<file path="src/design/qflt_pkg.sv">
// Shared types and constants for the quoted-field line tokenizer.
// Used by qflt_scan, qflt_fifo and quoted_field_line_tokenizer; no dependencies.
`default_nettype none

package qflt_pkg;

  typedef enum logic [1:0] {
    MODE_BETWEEN,
    MODE_BARE,
    MODE_QUOTED,
    MODE_DONE
  } mode_e;

  localparam logic [7:0] CH_SPACE  = 8'h20;
  localparam logic [7:0] CH_TAB    = 8'h09;
  localparam logic [7:0] CH_CR     = 8'h0D;
  localparam logic [7:0] CH_LF     = 8'h0A;
  localparam logic [7:0] CH_HASH   = 8'h23;
  localparam logic [7:0] CH_SQUOTE = 8'h27;
  localparam logic [7:0] CH_DQUOTE = 8'h22;

  localparam logic [5:0] MAX_TOKENS_RESET = 6'd20;

  // width for token count compares, covers limits up to 64 plus one
  localparam int unsigned LIMIT_W = 7;

  localparam int unsigned TDATA_W = 40;

  typedef struct packed {
    logic        kind;
    logic [4:0]  token_index;
    logic [9:0]  start_offset;
    logic [10:0] token_length;
    logic [5:0]  token_total;
    logic        overflow;
    logic        last_of_run;
  } res_t;

  typedef struct packed {
    logic tok;
    logic eol;
  } push_t;

endpackage

`default_nettype wire

</file>
<file path="src/design/quoted_field_line_tokenizer.sv">
// Quoted-field line tokenizer top: input register, scanner, result queue.
// A byte is held in the input register; its results are written to the queue and offered from there.
// Throughput: one byte per cycle while the queue has two free entries; a byte
// may give up to two results, which drain one per cycle while m_axis_tready is high
// through a four-entry queue, and input stalls while fewer than two entries are free.
// Reset clears line state, queue and input valid flag; max_tokens resets to 20.
`default_nettype none

module quoted_field_line_tokenizer #(
  parameter int unsigned MAX_LINE_LEN    = 1024,
  parameter int unsigned MAX_TOKEN_LIMIT = 32
) (
  input  wire logic                          clk_i,
  input  wire logic                          rst_ni,
  input  wire logic                          s_axis_tvalid,
  output logic                               s_axis_tready,
  input  wire logic [7:0]                    s_axis_tdata,  // char_byte
  input  wire logic                          s_axis_tlast,  // line_last
  output logic                               m_axis_tvalid,
  input  wire logic                          m_axis_tready,
  // token_index[4:0], start_offset[14:5], token_length[25:15],
  // token_total[31:26], overflow[32], zero fill
  output logic [qflt_pkg::TDATA_W-1:0]       m_axis_tdata,
  output logic                               m_axis_tuser,  // kind
  output logic                               m_axis_tlast,  // last_of_run
  input  wire logic                          cfg_valid_i,
  output logic                               cfg_ready_o,
  input  wire logic [5:0]                    cfg_data_i     // max_tokens
);

  logic            in_vld_q, in_vld_d;
  logic [7:0]      in_byte_q;
  logic            in_last_q;
  logic [5:0]      max_tokens_q;
  logic            room, step, accept;

  qflt_pkg::push_t push;
  qflt_pkg::res_t  tok_res, eol_res, out_res;

  always_comb begin
    step          = in_vld_q && room;
    s_axis_tready = !in_vld_q || step;
    accept        = s_axis_tvalid && s_axis_tready;
    in_vld_d      = accept || (in_vld_q && !step);
    cfg_ready_o   = 1'b1;
  end

  always_ff @(posedge clk_i or negedge rst_ni) begin
    if (!rst_ni) begin
      in_vld_q     <= 1'b0;
      max_tokens_q <= qflt_pkg::MAX_TOKENS_RESET;
    end else begin
      in_vld_q <= in_vld_d;
      if (cfg_valid_i) begin
        max_tokens_q <= cfg_data_i;
      end
    end
  end

  always_ff @(posedge clk_i) begin
    if (accept) begin
      in_byte_q <= s_axis_tdata;
      in_last_q <= s_axis_tlast;
    end
  end

  qflt_scan #(
    .MAX_LINE_LEN    (MAX_LINE_LEN),
    .MAX_TOKEN_LIMIT (MAX_TOKEN_LIMIT)
  ) u_scan (
    .clk_i        (clk_i),
    .rst_ni       (rst_ni),
    .step_i       (step),
    .byte_i       (in_byte_q),
    .last_i       (in_last_q),
    .max_tokens_i (max_tokens_q),
    .push_o       (push),
    .tok_o        (tok_res),
    .eol_o        (eol_res)
  );

  qflt_fifo u_fifo (
    .clk_i   (clk_i),
    .rst_ni  (rst_ni),
    .push_i  (push),
    .tok_i   (tok_res),
    .eol_i   (eol_res),
    .room_o  (room),
    .valid_o (m_axis_tvalid),
    .ready_i (m_axis_tready),
    .data_o  (out_res)
  );

  always_comb begin
    m_axis_tdata = {7'd0, out_res.overflow, out_res.token_total, out_res.token_length,
                    out_res.start_offset, out_res.token_index};
    m_axis_tuser = out_res.kind;
    m_axis_tlast = out_res.last_of_run;
  end

endmodule

`default_nettype wire

</file>
<file path="src/design/qflt_scan.sv">
// Per-byte scanner: line state registers and single-pass token decode.
// Depends on qflt_pkg.
`default_nettype none

module qflt_scan #(
  parameter int unsigned MAX_LINE_LEN    = 1024,
  parameter int unsigned MAX_TOKEN_LIMIT = 32
) (
  input  wire logic           clk_i,
  input  wire logic           rst_ni,
  input  wire logic           step_i,
  input  wire logic [7:0]     byte_i,
  input  wire logic           last_i,
  input  wire logic [5:0]     max_tokens_i,
  output qflt_pkg::push_t     push_o,
  output qflt_pkg::res_t      tok_o,
  output qflt_pkg::res_t      eol_o
);

  localparam int unsigned PW = $clog2(MAX_LINE_LEN + 1);
  localparam int unsigned TW = $clog2(MAX_TOKEN_LIMIT + 1);
  localparam logic [PW-1:0] LEN_MAX   = PW'(MAX_LINE_LEN);
  localparam logic [PW-1:0] START_MAX = PW'(MAX_LINE_LEN - 1);
  localparam logic [qflt_pkg::LIMIT_W-1:0] TOK_LIMIT = qflt_pkg::LIMIT_W'(MAX_TOKEN_LIMIT);

  qflt_pkg::mode_e mode_q, mode_d, mode_m;
  logic            qdbl_q, qdbl_d, qdbl_m;
  logic [PW-1:0]   pos_q, pos_d, pos_m;
  logic [PW-1:0]   tbeg_q, tbeg_d, tbeg_m;
  logic [TW-1:0]   found_q, found_d;
  logic            ovf_q, ovf_d, ovf_m;

  logic [qflt_pkg::LIMIT_W-1:0] limit, found_x, found_inc;
  logic            at_limit, inc_at_limit;
  logic            is_gap, is_open, is_quote;
  logic [7:0]      quote_ch;
  logic            emit_a, emit_b, tok;
  logic [PW-1:0]   end_a, tok_end, len_full, start;

  always_comb begin
    limit = (qflt_pkg::LIMIT_W'(max_tokens_i) > TOK_LIMIT) ? TOK_LIMIT
                                                           : qflt_pkg::LIMIT_W'(max_tokens_i);
    found_x      = qflt_pkg::LIMIT_W'(found_q);
    found_inc    = found_x + qflt_pkg::LIMIT_W'(1);
    at_limit     = found_x >= limit;
    inc_at_limit = found_inc >= limit;
    is_gap   = (byte_i == qflt_pkg::CH_SPACE) || (byte_i == qflt_pkg::CH_TAB) ||
               (byte_i == qflt_pkg::CH_CR);
    is_quote = (byte_i == qflt_pkg::CH_SQUOTE) || (byte_i == qflt_pkg::CH_DQUOTE);
    is_open  = (mode_q == qflt_pkg::MODE_BARE) || (mode_q == qflt_pkg::MODE_QUOTED);
    quote_ch = qdbl_q ? qflt_pkg::CH_DQUOTE : qflt_pkg::CH_SQUOTE;
  end

  // next state
  always_comb begin
    mode_m = mode_q;
    qdbl_m = qdbl_q;
    pos_m  = pos_q;
    tbeg_m = tbeg_q;
    ovf_m  = ovf_q;
    emit_a = 1'b0;
    end_a  = pos_q;
    if (pos_q >= LEN_MAX) begin
      ovf_m  = 1'b1;
      emit_a = is_open;
      end_a  = LEN_MAX;
      mode_m = qflt_pkg::MODE_DONE;
    end else begin
      pos_m = pos_q + PW'(1);
      if (byte_i == qflt_pkg::CH_LF) begin
        emit_a = is_open;
        mode_m = qflt_pkg::MODE_DONE;
      end else begin
        case (mode_q)
          qflt_pkg::MODE_BETWEEN: begin
            if (at_limit) begin
              mode_m = qflt_pkg::MODE_DONE;
            end else if (is_gap) begin
              mode_m = qflt_pkg::MODE_BETWEEN;
            end else if (byte_i == qflt_pkg::CH_HASH) begin
              mode_m = qflt_pkg::MODE_DONE;
            end else if (is_quote) begin
              mode_m = qflt_pkg::MODE_QUOTED;
              qdbl_m = (byte_i == qflt_pkg::CH_DQUOTE);
              tbeg_m = pos_q + PW'(1);
            end else begin
              mode_m = qflt_pkg::MODE_BARE;
              tbeg_m = pos_q;
            end
          end
          qflt_pkg::MODE_BARE:   emit_a = is_gap;
          qflt_pkg::MODE_QUOTED: emit_a = (byte_i == quote_ch);
          default: ;
        endcase
      end
    end

    // open token closed by the line's last byte
    emit_b  = last_i && !emit_a &&
              ((mode_m == qflt_pkg::MODE_BARE) || (mode_m == qflt_pkg::MODE_QUOTED));
    tok     = emit_a || emit_b;
    tok_end = emit_a ? end_a : pos_m;

    mode_d  = mode_m;
    if (tok && (mode_m != qflt_pkg::MODE_DONE)) begin
      mode_d = inc_at_limit ? qflt_pkg::MODE_DONE : qflt_pkg::MODE_BETWEEN;
    end
    qdbl_d  = qdbl_m;
    pos_d   = pos_m;
    tbeg_d  = tbeg_m;
    ovf_d   = ovf_m;
    found_d = found_q + TW'(tok);
    if (last_i) begin
      mode_d  = qflt_pkg::MODE_BETWEEN;
      qdbl_d  = 1'b0;
      pos_d   = '0;
      tbeg_d  = '0;
      ovf_d   = 1'b0;
      found_d = '0;
    end
  end

  // outputs
  always_comb begin
    len_full = (tok_end > tbeg_m) ? (tok_end - tbeg_m) : '0;
    start    = (tbeg_m > START_MAX) ? START_MAX : tbeg_m;

    tok_o.kind         = 1'b0;
    tok_o.token_index  = 5'(found_q);
    tok_o.start_offset = 10'(start);
    tok_o.token_length = 11'(len_full);
    tok_o.token_total  = '0;
    tok_o.overflow     = 1'b0;
    tok_o.last_of_run  = 1'b0;

    eol_o.kind         = 1'b1;
    eol_o.token_index  = '0;
    eol_o.start_offset = '0;
    eol_o.token_length = '0;
    eol_o.token_total  = 6'(found_x + qflt_pkg::LIMIT_W'(tok));
    eol_o.overflow     = ovf_m;
    eol_o.last_of_run  = 1'b1;

    push_o.tok = step_i && tok;
    push_o.eol = step_i && last_i;
  end

  always_ff @(posedge clk_i or negedge rst_ni) begin
    if (!rst_ni) begin
      mode_q  <= qflt_pkg::MODE_BETWEEN;
      qdbl_q  <= 1'b0;
      pos_q   <= '0;
      tbeg_q  <= '0;
      found_q <= '0;
      ovf_q   <= 1'b0;
    end else if (step_i) begin
      mode_q  <= mode_d;
      qdbl_q  <= qdbl_d;
      pos_q   <= pos_d;
      tbeg_q  <= tbeg_d;
      found_q <= found_d;
      ovf_q   <= ovf_d;
    end
  end

  a_done_no_token: assert property (@(posedge clk_i) disable iff (!rst_ni)
    (step_i && (mode_q == qflt_pkg::MODE_DONE)) |-> !push_o.tok)
    else $error("token emitted after line scan finished");

  a_line_clear: assert property (@(posedge clk_i) disable iff (!rst_ni)
    (step_i && last_i) |=> (pos_q == '0) && (found_q == '0) &&
                           (mode_q == qflt_pkg::MODE_BETWEEN) && !ovf_q)
    else $error("line state not cleared after line end");

  a_found_bound: assert property (@(posedge clk_i) disable iff (!rst_ni)
    qflt_pkg::LIMIT_W'(found_q) <= TOK_LIMIT)
    else $error("token count exceeds limit");

endmodule

`default_nettype wire

</file>
<file path="src/design/qflt_fifo.sv">
// Four-entry result queue, takes up to two results per cycle, gives one while ready_i is high.
// Depends on qflt_pkg.
`default_nettype none

module qflt_fifo (
  input  wire logic            clk_i,
  input  wire logic            rst_ni,
  input  wire qflt_pkg::push_t push_i,
  input  wire qflt_pkg::res_t  tok_i,
  input  wire qflt_pkg::res_t  eol_i,
  output logic                 room_o,
  output logic                 valid_o,
  input  wire logic            ready_i,
  output qflt_pkg::res_t       data_o
);

  localparam int unsigned DEPTH = 4;
  localparam int unsigned AW    = $clog2(DEPTH);
  localparam int unsigned CW    = AW + 1;

  qflt_pkg::res_t mem_q [DEPTH];
  logic [AW-1:0]  wp_q, wp_d, rp_q, rp_d;
  logic [CW-1:0]  cnt_q, cnt_d;
  logic           pop;

  always_comb begin
    valid_o = cnt_q != '0;
    room_o  = cnt_q <= CW'(DEPTH - 2);
    data_o  = mem_q[rp_q];
    pop     = valid_o && ready_i;
    wp_d    = wp_q + AW'(push_i.tok) + AW'(push_i.eol);
    rp_d    = rp_q + AW'(pop);
    cnt_d   = cnt_q + CW'(push_i.tok) + CW'(push_i.eol) - CW'(pop);
  end

  always_ff @(posedge clk_i) begin
    if (push_i.tok) begin
      mem_q[wp_q] <= tok_i;
    end
    if (push_i.eol) begin
      mem_q[wp_q + AW'(push_i.tok)] <= eol_i;
    end
  end

  always_ff @(posedge clk_i or negedge rst_ni) begin
    if (!rst_ni) begin
      wp_q  <= '0;
      rp_q  <= '0;
      cnt_q <= '0;
    end else begin
      wp_q  <= wp_d;
      rp_q  <= rp_d;
      cnt_q <= cnt_d;
    end
  end

  a_push_room: assert property (@(posedge clk_i) disable iff (!rst_ni)
    (push_i.tok || push_i.eol) |-> (cnt_q <= CW'(DEPTH - 2)))
    else $error("result push without room");

  a_cnt_bound: assert property (@(posedge clk_i) disable iff (!rst_ni)
    cnt_q <= CW'(DEPTH))
    else $error("result queue count out of range");

  a_pop_count: assert property (@(posedge clk_i) disable iff (!rst_ni)
    (pop && !push_i.tok && !push_i.eol) |=> (cnt_q == $past(cnt_q) - CW'(1)))
    else $error("result queue count wrong after transfer");

endmodule

`default_nettype wire
</file>
<file path="config.mk">
export PLATFORM = sky130hd
export DESIGN_NAME = quoted_field_line_tokenizer
export DESIGN_NICKNAME = d
export VERILOG_FILES = /design/src/design/qflt_pkg.sv /design/src/design/quoted_field_line_tokenizer.sv /design/src/design/qflt_scan.sv /design/src/design/qflt_fifo.sv
export SDC_FILE = /design/constraint.sdc
export NUM_CORES = 1
export LEC_CHECK = 0
export BUFFER_PORTS_ARGS = -buffer_cell sky130_fd_sc_hd__buf_2
export CAP_MARGIN = 15
export CORE_MARGIN = 1
export CORE_UTILIZATION = 40
export DETAILED_ROUTE_END_ITERATION = 7
export PLACE_DENSITY = 0.6
export SETUP_SLACK_MARGIN = 0.3
export SLEW_MARGIN = 15
export SYNTH_ARGS = -nofsm -noshare
export SYNTH_HDL_FRONTEND = slang
export SYNTH_HIERARCHICAL = 1
export SYNTH_SLANG_ARGS = --single-unit
</file>
<file path="constraint.sdc">
create_clock -name clk_i -period 8.33 [get_ports clk_i]
set_input_delay 0.833 -clock clk_i [delete_from_list [all_inputs] [get_ports clk_i]]
set_output_delay 0.833 -clock clk_i [all_outputs]
set_load 0.01 [all_outputs]
</file>
==> impl_metrics.env, run 1 <==
export IMPL_failed_checks="design-rule violations"
export IMPL_grt_max_degree=47
export IMPL_rows=63
export IMPL_final_cell_mix="edfxtp_1 (149), mux2_2 (82), mux2_4 (64)"
export IMPL_cts_root_buffer="clkbuf_16"
export IMPL_finClkSkew_ns=0.0206
export IMPL_coreArea_sq_um=29600
export IMPL_yosys_area_top_type_share=0.372
export IMPL_timing_fmax_ghz=0.178
export IMPL_post_place_cells=1334
export IMPL_regArea_sq_um=5630
export IMPL_gp_congestion=0.859
export IMPL_comb_power_share=0.479
export IMPL_post_cts_setup_buffer_count=0
export IMPL_peakVddDrop_v=0.000140
export IMPL_critical_path_arrival_ns=5.79
export IMPL_mostFrequentLayoutCell="edfxtp_1"
export IMPL_synth_cell_types=71
export IMPL_dr_pass1_iters=7
export IMPL_netlist_area_sq_um=12000
export IMPL_via_count=7382
export IMPL_stdcell_count=1366
export IMPL_whs_ns=0.496
export IMPL_routed_wl_microns=25700
export IMPL_synthArstFlopShare=0.236
export IMPL_p_sw_frac=0.377
export IMPL_die_w_microns=175
export IMPL_grt_pass1_wl_microns=41500
export IMPL_endpoint_kind="flip-flop"
export IMPL_leakage_uw=0.00504
export IMPL_grt_overflow=0
export IMPL_cts_resized=0
export IMPL_final_hold_violation_count=0
export IMPL_seq_area_frac_synth=0.468
export IMPL_multiInputGateArea_sq_um=5730
export IMPL_cts_tree="yes"
export IMPL_cp_max_fo=16
export IMPL_n_antenna_cell=0
export IMPL_dieArea_sq_um=30800
export IMPL_setup_viol=0
export IMPL_synth_area_leaders="edfxtp_1 (37%), dfrtp_1 (9.2%), mux2_4 (8.0%)"
export IMPL_yosys_warnings=6
export IMPL_maxSlewHeadroom=0.273
export IMPL_clk_latency_ns=0.44
export IMPL_rsz0062_at_grt="no"
export IMPL_p_clk_frac=0.188
export IMPL_antenna_found_initial=0
export IMPL_drive_above_1_share=0.315
export IMPL_dp_hpwl_microns=16500
export IMPL_wl_per_cell_microns=18.8
export IMPL_io_buffers=56
export IMPL_powerDensity_nw_per_um2=351
export IMPL_p_int_uw=2840
export IMPL_clk_pin_slew_ns=0.08
export IMPL_synth_enable_flop_cells=149
export IMPL_hold_path_class="in2async"
export IMPL_final_nets=1024
export IMPL_die_y_microns=175
export IMPL_synth_largest_area_cell="edfxtp_1"
export IMPL_drc_errors=2
export IMPL_p_switching_uw=1720
export IMPL_syn_area_per_cell_sq_um=12.8
export IMPL_clockBufferDepth=2
export IMPL_netlist_instances=941
export IMPL_reg2reg_depth=14
export IMPL_crit_required_ns=8.52
export IMPL_grt_util_met2=0.292
export IMPL_hold_buffers=0
export IMPL_ys_seq_elements=195
export IMPL_syn_to_final_growth_pct=7.95
export IMPL_fin_tns_setup_ns=0
export IMPL_slew_violations=0
export IMPL_status="finished, violations left"
export IMPL_viasPerCell=5.40
export IMPL_min_period_over_period=0.673
export IMPL_drt_iter0_drc=603
export IMPL_busiest_layer="met2"
export IMPL_drv_cap=0
export IMPL_use_met3=0.0197
export IMPL_antenna_left=0
export IMPL_ctsHtreeMaxLevel=4
export IMPL_nFillCells=2726
export IMPL_clock_sinks=195
export IMPL_worst_pin_slew_ns=1.08
export IMPL_gr_usage_met1=0.243
export IMPL_critPathKind="reg2reg"
export IMPL_seqPwrFrac=0.332
export IMPL_start_util=0.406
export IMPL_finalCriticalPeriod_ns=5.60
export IMPL_design_portCount=65
export IMPL_worstSetupStartpointType="flip-flop"
export IMPL_grt_total_usage=0.175
export IMPL_dominantRegCellSynth="edfxtp_1"
export IMPL_grt_pass1_vias=7286
export IMPL_cts_buffers=17
flip-flops by register name (all words and copies together) (netlist names):
| register | count |
|---|---|
| u_scan/ovf_q | 1 |
| in_last_q | 1 |
| u_scan/qdbl_q | 1 |
| u_scan/mode_q | 2 |
| u_fifo/cnt_q | 3 |
| u_fifo/mem_q | 140 |
| u_scan/found_q | 6 |
| max_tokens_q | 6 |
| u_fifo/wp_q | 2 |
| in_byte_q | 8 |
| u_scan/tbeg_q | 11 |
| u_fifo/rp_q | 2 |
| u_scan/pos_q | 11 |
| in_vld_q | 1 |
area by class of cell:
cell class,instances,area share
Timing Repair Buffer,72,0.0308
Tap cell,390,0.0376
Inverter,30,0.00868
Clock buffer,17,0.0328
Clock inverter,15,0.0152
Multi-Input combinational cell,647,0.441
Sequential cell,195,0.434
per-layer routing:
| metal | vias up | wire [microns] |
|---|---|---|
| li1 | 3511 | - |
| met1 | 3656 | 11900 |
| met2 | 194 | 12600 |
| met3 | 21 | 920 |
| met4 | 0 | 286 |
| met5 | - | 0 |
critical path, cell delays in order, from the launching register on:
cell,delay [ns]
dfrtp_1,0.63
ha_1,0.33
a21o_1,0.18
a31oi_1,0.19
o21ai_0,0.21
nor3_2,0.84
o22ai_1,0.27
ha_1,0.38
nor2b_1,0.13
o21a_1,0.18
o21ai_0,0.33
a211oi_1,0.15
o31ai_2,0.92
nor3_1,0.27
mux2_4,0.33
cells in the mapped netlist, types with 14 or more instances:
cell type,count
edfxtp_1,149
mux2_2,82
mux2_4,64
buf_4,53
nor2_1,47
dfrtp_1,44
o21ai_0,43
ha_1,38
nand2_1,36
mux4_2,35
inv_1,30
a21oi_1,25
clkbuf_1,21
buf_2,18
nand2b_1,17
nand3_1,17
nor3_1,14
path summary, 6_finish.rpt:
path | startpoint | end | slack [ns]
max in group asynchronous | rst_ni | u_fifo/rp_q[0] | 7.33
worst min-delay path | rst_ni | u_scan/pos_q[0] | 0.50
worst max-delay path | u_scan/found_q[2] | u_fifo/mem_q[1][10] | 2.73
worst max register to register | u_scan/found_q[2] | u_fifo/mem_q[1][10] | 2.73
min in group clk_i | u_scan/ovf_q | u_scan/ovf_q | 0.50
worst min register to register | u_scan/ovf_q | u_scan/ovf_q | 0.50
power groups by stage:
stage	clock network (uW)	logic [uW]	registers [uW]
after floorplan	0	1660	1490
after global placement	0	2170	1530
after detailed placement	0	2190	1540
after CTS	877	2200	1520
after global routing	913	2380	1540
final	857	2180	1510
stage by stage:
step	utilization	area (sq um)	setup slack, ns	power [uW]
after global routing	0.438	13000	2.33	4830
after CTS	0.438	13000	2.78	4600
after detailed placement	0.417	12400	2.81	3730
after floorplan	-	12200	3.76	3160
final	0.438	13000	2.73	4550
after global placement	0.417	12400	2.92	3700
cells by family (layout without fill, tap and decap cells):
group | Yosys count | after routing | share of synthesized area
simple gates | 197 | 197 | 0.0859
flops | 195 | 195 | 0.468
mux | 188 | 188 | 0.228
compound gates | 158 | 158 | 0.0871
buf+inv | 140 | 134 | 0.0714
fa+ha+maj | 41 | 41 | 0.0445
xor+xnor | 18 | 18 | 0.0137
other cells | 4 | 45 | 0.00125
(Power assumes the default switching activity.)
==> run 2, diff against run 1 <==
--- a/config.mk
+++ b/config.mk
@@ -10,7 +10,7 @@
 export CORE_MARGIN = 1
 export CORE_UTILIZATION = 40
 export DETAILED_ROUTE_END_ITERATION = 7
-export PLACE_DENSITY = 0.6
+export PLACE_DENSITY = 0.62
 export SETUP_SLACK_MARGIN = 0.3
 export SLEW_MARGIN = 15
 export SYNTH_ARGS = -nofsm -noshare
==> constraint.sdc (replaced) <==
create_clock -name clk_i -period 5 [get_ports clk_i]
set_input_delay 0.5 -clock clk_i [delete_from_list [all_inputs] [get_ports clk_i]]
set_output_delay 0.5 -clock clk_i [all_outputs]
set_load 0.01 [all_outputs]
==> run 2 against run 1 <==
Die area unchanged; register-to-register slack got worse by 2.1 ns; the flow now finishes without violations; hold slack worse by 0.33 ns; non-clock buffer count increased by 15; critical endpoint is now u_fifo/mem_q[3][2].
==> impl_metrics.env, run 2 (synthesis gave the netlist of run 1 again) <==
export IMPL_slowest_delay_ns=0.72
export IMPL_grt_overflow=0
export IMPL_rsz0062_at_grt="no"
export IMPL_critPathSlowestCell="a31o_2"
export IMPL_n_antenna_cell=0
export IMPL_setup_viol=0
export IMPL_utilization=0.443
export IMPL_slew_violations=0
export IMPL_dp_hpwl_microns=17800
export IMPL_drc_errors=0
export IMPL_clock_sinks=195
export IMPL_final_nets=1039
export IMPL_die_w_microns=175
export IMPL_drt_iter0_drc=472
export IMPL_leakage_uw=0.00512
export IMPL_powerDensity_nw_per_um2=581
export IMPL_grt_pass1_wl_microns=40800
export IMPL_p_switching_uw=2850
export IMPL_peakVddDrop_v=0.000271
export IMPL_cts_buffers=17
export IMPL_post_place_cells=1347
export IMPL_syn_to_final_growth_pct=9.26
export IMPL_antenna_left=0
export IMPL_final_cell_mix="edfxtp_1 (149), mux2_2 (82), mux2_4 (64)"
export IMPL_p_sw_frac=0.373
export IMPL_finalCriticalPeriod_ns=4.40
export IMPL_min_period_over_period=0.880
export IMPL_p_int_uw=4790
export IMPL_coreArea_sq_um=29600
export IMPL_wl_per_cell_microns=18.9
export IMPL_grt_max_degree=47
export IMPL_largest_registers="u_fifo/mem_q (140), u_scan/pos_q (11), u_scan/tbeg_q (11)"
export IMPL_largest_register="u_fifo/mem_q"
export IMPL_drv_cap=0
export IMPL_nFillCells=2744
export IMPL_dieArea_sq_um=30800
export IMPL_crit_required_ns=5.14
export IMPL_clk_latency_ns=0.44
export IMPL_grt_total_usage=0.173
export IMPL_start_util=0.406
export IMPL_drive_above_1_share=0.329
export IMPL_io_buffers=56
export IMPL_critPathKind="reg2reg"
export IMPL_die_y_microns=175
export IMPL_hold_path_class="in2async"
export IMPL_rows=63
export IMPL_timing_fmax_ghz=0.227
export IMPL_finClkSkew_ns=0.0169
export IMPL_worstSetupStartpointType="flip-flop"
export IMPL_gp_congestion=0.878
export IMPL_p_clk_frac=0.182
export IMPL_mostFrequentLayoutCell="edfxtp_1"
export IMPL_cts_root_buffer="clkbuf_16"
export IMPL_grt_pass1_vias=7199
export IMPL_worst_pin_slew_ns=0.929
export IMPL_worstPathCellList="nor2b_1, or3_1, o2bb2ai_1, nand2_1, ha_1, a21o_1, and2_1, ha_1, nand2_1, nor2_4, a31o_2, buf_4"
export IMPL_design_portCount=65
export IMPL_via_count=7381
export IMPL_clk_pin_slew_ns=0.08
export IMPL_routed_wl_microns=26100
export IMPL_viasPerCell=5.34
export IMPL_whs_ns=0.165
export IMPL_seqPwrFrac=0.340
export IMPL_ctsHtreeMaxLevel=4
export IMPL_dr_pass1_iters=5
export IMPL_stdcell_count=1381
export IMPL_maxSlewHeadroom=0.380
export IMPL_fin_tns_setup_ns=0
export IMPL_cp_max_fo=28
export IMPL_clockBufferDepth=2
export IMPL_status="finished, final reports clean"
export IMPL_cts_tree="yes"
export IMPL_critical_path_arrival_ns=4.54
export IMPL_antenna_found_initial=0
export IMPL_endpoint_kind="flip-flop"
export IMPL_comb_power_share=0.478
export IMPL_final_hold_violation_count=0
export IMPL_hold_buffers=0
export IMPL_largest_reg_flops=140
[run 2: cell count changes in the layout (fill, tap and decap cells not counted), sizes merged]
cell / change
buf: +15
clkinv: -2
clkinvlp: +1
inv: +1
[run 2: through the flow]
stage / setup slack, ns / area [sq um] / power (uW)
6_report: 0.601 / 13100 / 7640
5_1_grt: 0.347 / 13100 / 8090
2_1_floorplan: 0.431 / 12200 / 5260
3_3_place_gp: 0.368 / 12500 / 6190
4_1_cts: 0.338 / 13100 / 7660
3_5_place_dp: 0.394 / 12500 / 6250
[run 2: power groups by stage]
stage	registers, uW	logic (uW)	clock network (uW)
2_1_floorplan	2490	2770	0
3_3_place_gp	2620	3560	0
3_5_place_dp	2640	3610	0
4_1_cts	2610	3620	1430
5_1_grt	2650	3960	1490
6_report	2600	3650	1390
[run 2: worst max-delay path: cells and delay by family, from the launching register on]
kind / cells / cell delay [ns]
DFF: 1 / 0.56
adders and majority gates: 2 / 0.69
and+or+nand+nor: 6 / 1.45
AOI/OAI and AO/OA: 3 / 1.09
buffers and inverters: 1 / 0.32
[run 2: final timing paths]
check | startpoint | endpoint | slack (ns) | cells after the start
setup / recovery | in_byte_q[2] | u_fifo/mem_q[3][2] | 0.60 | 12
hold / removal | rst_ni | u_scan/pos_q[3] | 0.16 | 2
setup reg to reg | in_byte_q[2] | u_fifo/mem_q[3][2] | 0.60 | 12
hold reg to reg | max_tokens_q[0] | max_tokens_q[0] | 0.51 | 1
max in group asynchronous | rst_ni | u_fifo/rp_q[0] | 4.33 | 2
min in group clk_i | s_axis_tdata[0] | in_byte_q[0] | 0.24 | 1
[run 2: layout make-up]
cell class / count / area [sq um] / area share
clock buffer: 17 / 425 / 0.0324
clock inverter: 15 / 173 / 0.0131
inverter: 30 / 113 / 0.00857
multi-input combinational: 647 / 5760 / 0.438
sequential: 195 / 5630 / 0.428
tap: 390 / 488 / 0.0371
timing repair buffer: 87 / 551 / 0.0419
[run 2: per-layer routing]
layer / part of all wire / track usage
met1: 0.48 / 0.244
met2: 0.48 / 0.282
met3: 0.034 / 0.0262
met4: 0.0064 / 0.0359
met5: 0 / 0
[run 2: timing repair]
item                       CTS  global route
buffers inserted             0             2
resized for setup            0             8
setup endpoints to repair    0            44
==> run 3, diff against run 2 <==
--- a/config.mk
+++ b/config.mk
@@ -11,6 +11,7 @@
 export CORE_UTILIZATION = 40
 export DETAILED_ROUTE_END_ITERATION = 7
 export PLACE_DENSITY = 0.62
+export REMOVE_ABC_BUFFERS = 1
 export SETUP_SLACK_MARGIN = 0.3
 export SLEW_MARGIN = 15
 export SYNTH_ARGS = -nofsm -noshare
==> run 3 against run 2 <==
The run now ends with design-rule violations left; largest cell class unchanged; critical path depth unchanged; routed wire length down 3.0%; total power down 0.92%; final area down 0.40%.
==> impl_metrics.env, run 3 (synthesis gave the netlist of run 1 again) <==
export IMPL_status="finished, violations left"
export IMPL_failed_checks="design-rule violations"
export IMPL_start_util=0.406
export IMPL_gp_congestion=0.871
export IMPL_leakage_uw=0.00511
export IMPL_drc_errors=1
export IMPL_utilization=0.441
export IMPL_hold_buffers=0
export IMPL_cts_root_buffer="clkbuf_16"
export IMPL_clockBufferDepth=2
export IMPL_drt_iter0_drc=499
export IMPL_clk_latency_ns=0.44
export IMPL_antenna_found_initial=0
export IMPL_grt_max_degree=47
export IMPL_worst_pin_slew_ns=0.868
export IMPL_finalCriticalPeriod_ns=4.44
export IMPL_grt_total_usage=0.173
export IMPL_routed_wl_microns=25300
export IMPL_critical_path_arrival_ns=4.58
export IMPL_p_int_uw=4800
export IMPL_critPathKind="reg2reg"
export IMPL_p_clk_frac=0.184
export IMPL_grt_pass1_wl_microns=41000
export IMPL_p_switching_uw=2760
export IMPL_cp_startpoint="in_byte_q[0]"
export IMPL_antenna_left=0
export IMPL_clock_sinks=195
export IMPL_clk_pin_slew_ns=0.08
export IMPL_slew_violations=0
export IMPL_cpMostUsedCell="ha_1"
export IMPL_drive_above_1_share=0.325
export IMPL_grt_pass1_vias=7369
export IMPL_rsz0062_at_grt="yes"
export IMPL_slowest_delay_ns=0.67
export IMPL_n_antenna_cell=0
export IMPL_r2r_slack_ns=0.56
export IMPL_worstPathCellList="nor2b_1, or3_1, o2bb2ai_1, nand2_1, ha_1, a21o_1, and2_1, ha_1, xnor2_2, nor3b_2, a31o_2, buf_4"
export IMPL_comb_power_share=0.479
export IMPL_setup_ws_ns=0.558
export IMPL_use_met3=0.0290
export IMPL_gr_usage_met1=0.242
export IMPL_drv_cap=0
export IMPL_min_period_over_period=0.888
export IMPL_largest_registers="u_fifo/mem_q (140), u_scan/pos_q (11), u_scan/tbeg_q (11)"
export IMPL_die_y_microns=175
export IMPL_maxSlewHeadroom=0.420
export IMPL_worstSetupEndpoint="u_fifo/mem_q[2][29]"
export IMPL_setup_viol=0
export IMPL_powerDensity_nw_per_um2=578
export IMPL_final_hold_violation_count=0
export IMPL_dp_hpwl_microns=16900
export IMPL_postLayoutCellArea_sq_um=13100
export IMPL_cp_max_fo=26
export IMPL_final_cell_mix="edfxtp_1 (149), mux2_2 (82), mux2_4 (64)"
export IMPL_design_portCount=65
export IMPL_final_nets=1040
export IMPL_peakVddDrop_v=0.000292
export IMPL_reg2reg_depth=12
export IMPL_via_count=7416
export IMPL_seqPwrFrac=0.337
export IMPL_viasPerCell=5.37
export IMPL_endpoint_kind="flip-flop"
export IMPL_timing_fmax_ghz=0.225
export IMPL_p_sw_frac=0.365
export IMPL_syn_to_final_growth_pct=8.82
export IMPL_largest_register="u_fifo/mem_q"
export IMPL_postPlaceCellArea_sq_um=12500
export IMPL_largest_reg_flops=140
export IMPL_io_buffers=56
export IMPL_busiest_layer="met2"
export IMPL_worstSetupStartpointType="flip-flop"
export IMPL_dr_pass1_iters=8
export IMPL_cts_buffers=17
export IMPL_grt_overflow=0
export IMPL_crit_required_ns=5.14
export IMPL_grt_util_met2=0.274
export IMPL_hold_path_class="in2async"
export IMPL_finalPower_uw=7570
export IMPL_cts_tree="yes"
export IMPL_ctsHtreeMaxLevel=4
export IMPL_rr_endpoint="u_fifo/mem_q[2][29]"
export IMPL_dieArea_sq_um=30800
export IMPL_wl_per_cell_microns=18.3
export IMPL_mostFrequentLayoutCell="edfxtp_1"
export IMPL_die_w_microns=175
export IMPL_finClkSkew_ns=0.0175
export IMPL_dp_slack_ns=0.466
export IMPL_critPathSlowestCell="a31o_2"
export IMPL_rows=63
export IMPL_coreArea_sq_um=29600
export IMPL_timing_rr_start="in_byte_q[0]"
-- run 3: cell count changes in the layout (fill, tap and decap cells not counted), sizes merged --
cell,change
clkbuf,+1
clkinv,+1
clkinvlp,-1
inv,-2
bufinv,+1
buf,+1
-- run 3: layout make-up --
class / count / area (sq um)
well taps: 390 / 488
clock inverters: 14 / 161
flip-flops and latches: 195 / 5630
repair buffers: 88 / 528
multi-input cells: 647 / 5740
clock buffers: 18 / 429
fillers: 2730 / 16600
inverters: 30 / 113
-- run 3: stage by stage --
| step | instances | hold slack, ns | TNS (ns) |
|---|---|---|---|
| 2_1_floorplan | 872 | 0.204 | -195.65 |
| 3_3_place_gp | 1349 | 0.458 | 0 |
| 3_5_place_dp | 1349 | 0.463 | 0 |
| 4_1_cts | 1381 | 0.191 | 0 |
| 5_1_grt | 1382 | 0.210 | 0 |
| 6_report | 1382 | 0.170 | 0 |
-- run 3: power groups by stage --
stage / logic, uW / registers, uW / clock network, uW
2_1_floorplan: 2530 / 2620 / 0
3_3_place_gp: 3580 / 2580 / 0
3_5_place_dp: 3620 / 2590 / 0
4_1_cts: 3640 / 2560 / 1430
5_1_grt: 3980 / 2600 / 1480
6_report: 3630 / 2550 / 1390
-- run 3: layer usage --
metal | up-vias | share of wire
met4 | 0 | 0.014
met1 | 3658 | 0.47
met5 | - | 0
li1 | 3554 | -
met3 | 23 | 0.044
met2 | 181 | 0.47
-- run 3: critical path: cells and delay by family, from the launching register on --
family / cells / cell delay (ns)
xor+xnor: 1 / 0.21
simple gates: 5 / 1.44
flops: 1 / 0.56
compound gates: 3 / 1.04
fa+ha+maj: 2 / 0.58
buf+inv: 1 / 0.33
-- run 3: what timing repair did --
item                                    CTS  global route
buffers inserted                          0             1
gates resized for setup                   0             6
endpoints found under the setup margin    0            84
-- run 3: how the worst min path moves through the flow --
stage / start / to / slack, ns / cells past startpoint
after floorplan: rst_ni / in_vld_q / 0.20 / 0
after global placement: u_fifo/rp_q[1] / u_fifo/rp_q[1] / 0.46 / 1
after detailed placement: u_fifo/rp_q[1] / u_fifo/rp_q[1] / 0.46 / 1
after CTS: rst_ni / u_scan/pos_q[10] / 0.19 / 2
after global routing: s_axis_tdata[4] / in_byte_q[4] / 0.21 / 1
final: rst_ni / u_fifo/cnt_q[2] / 0.17 / 2
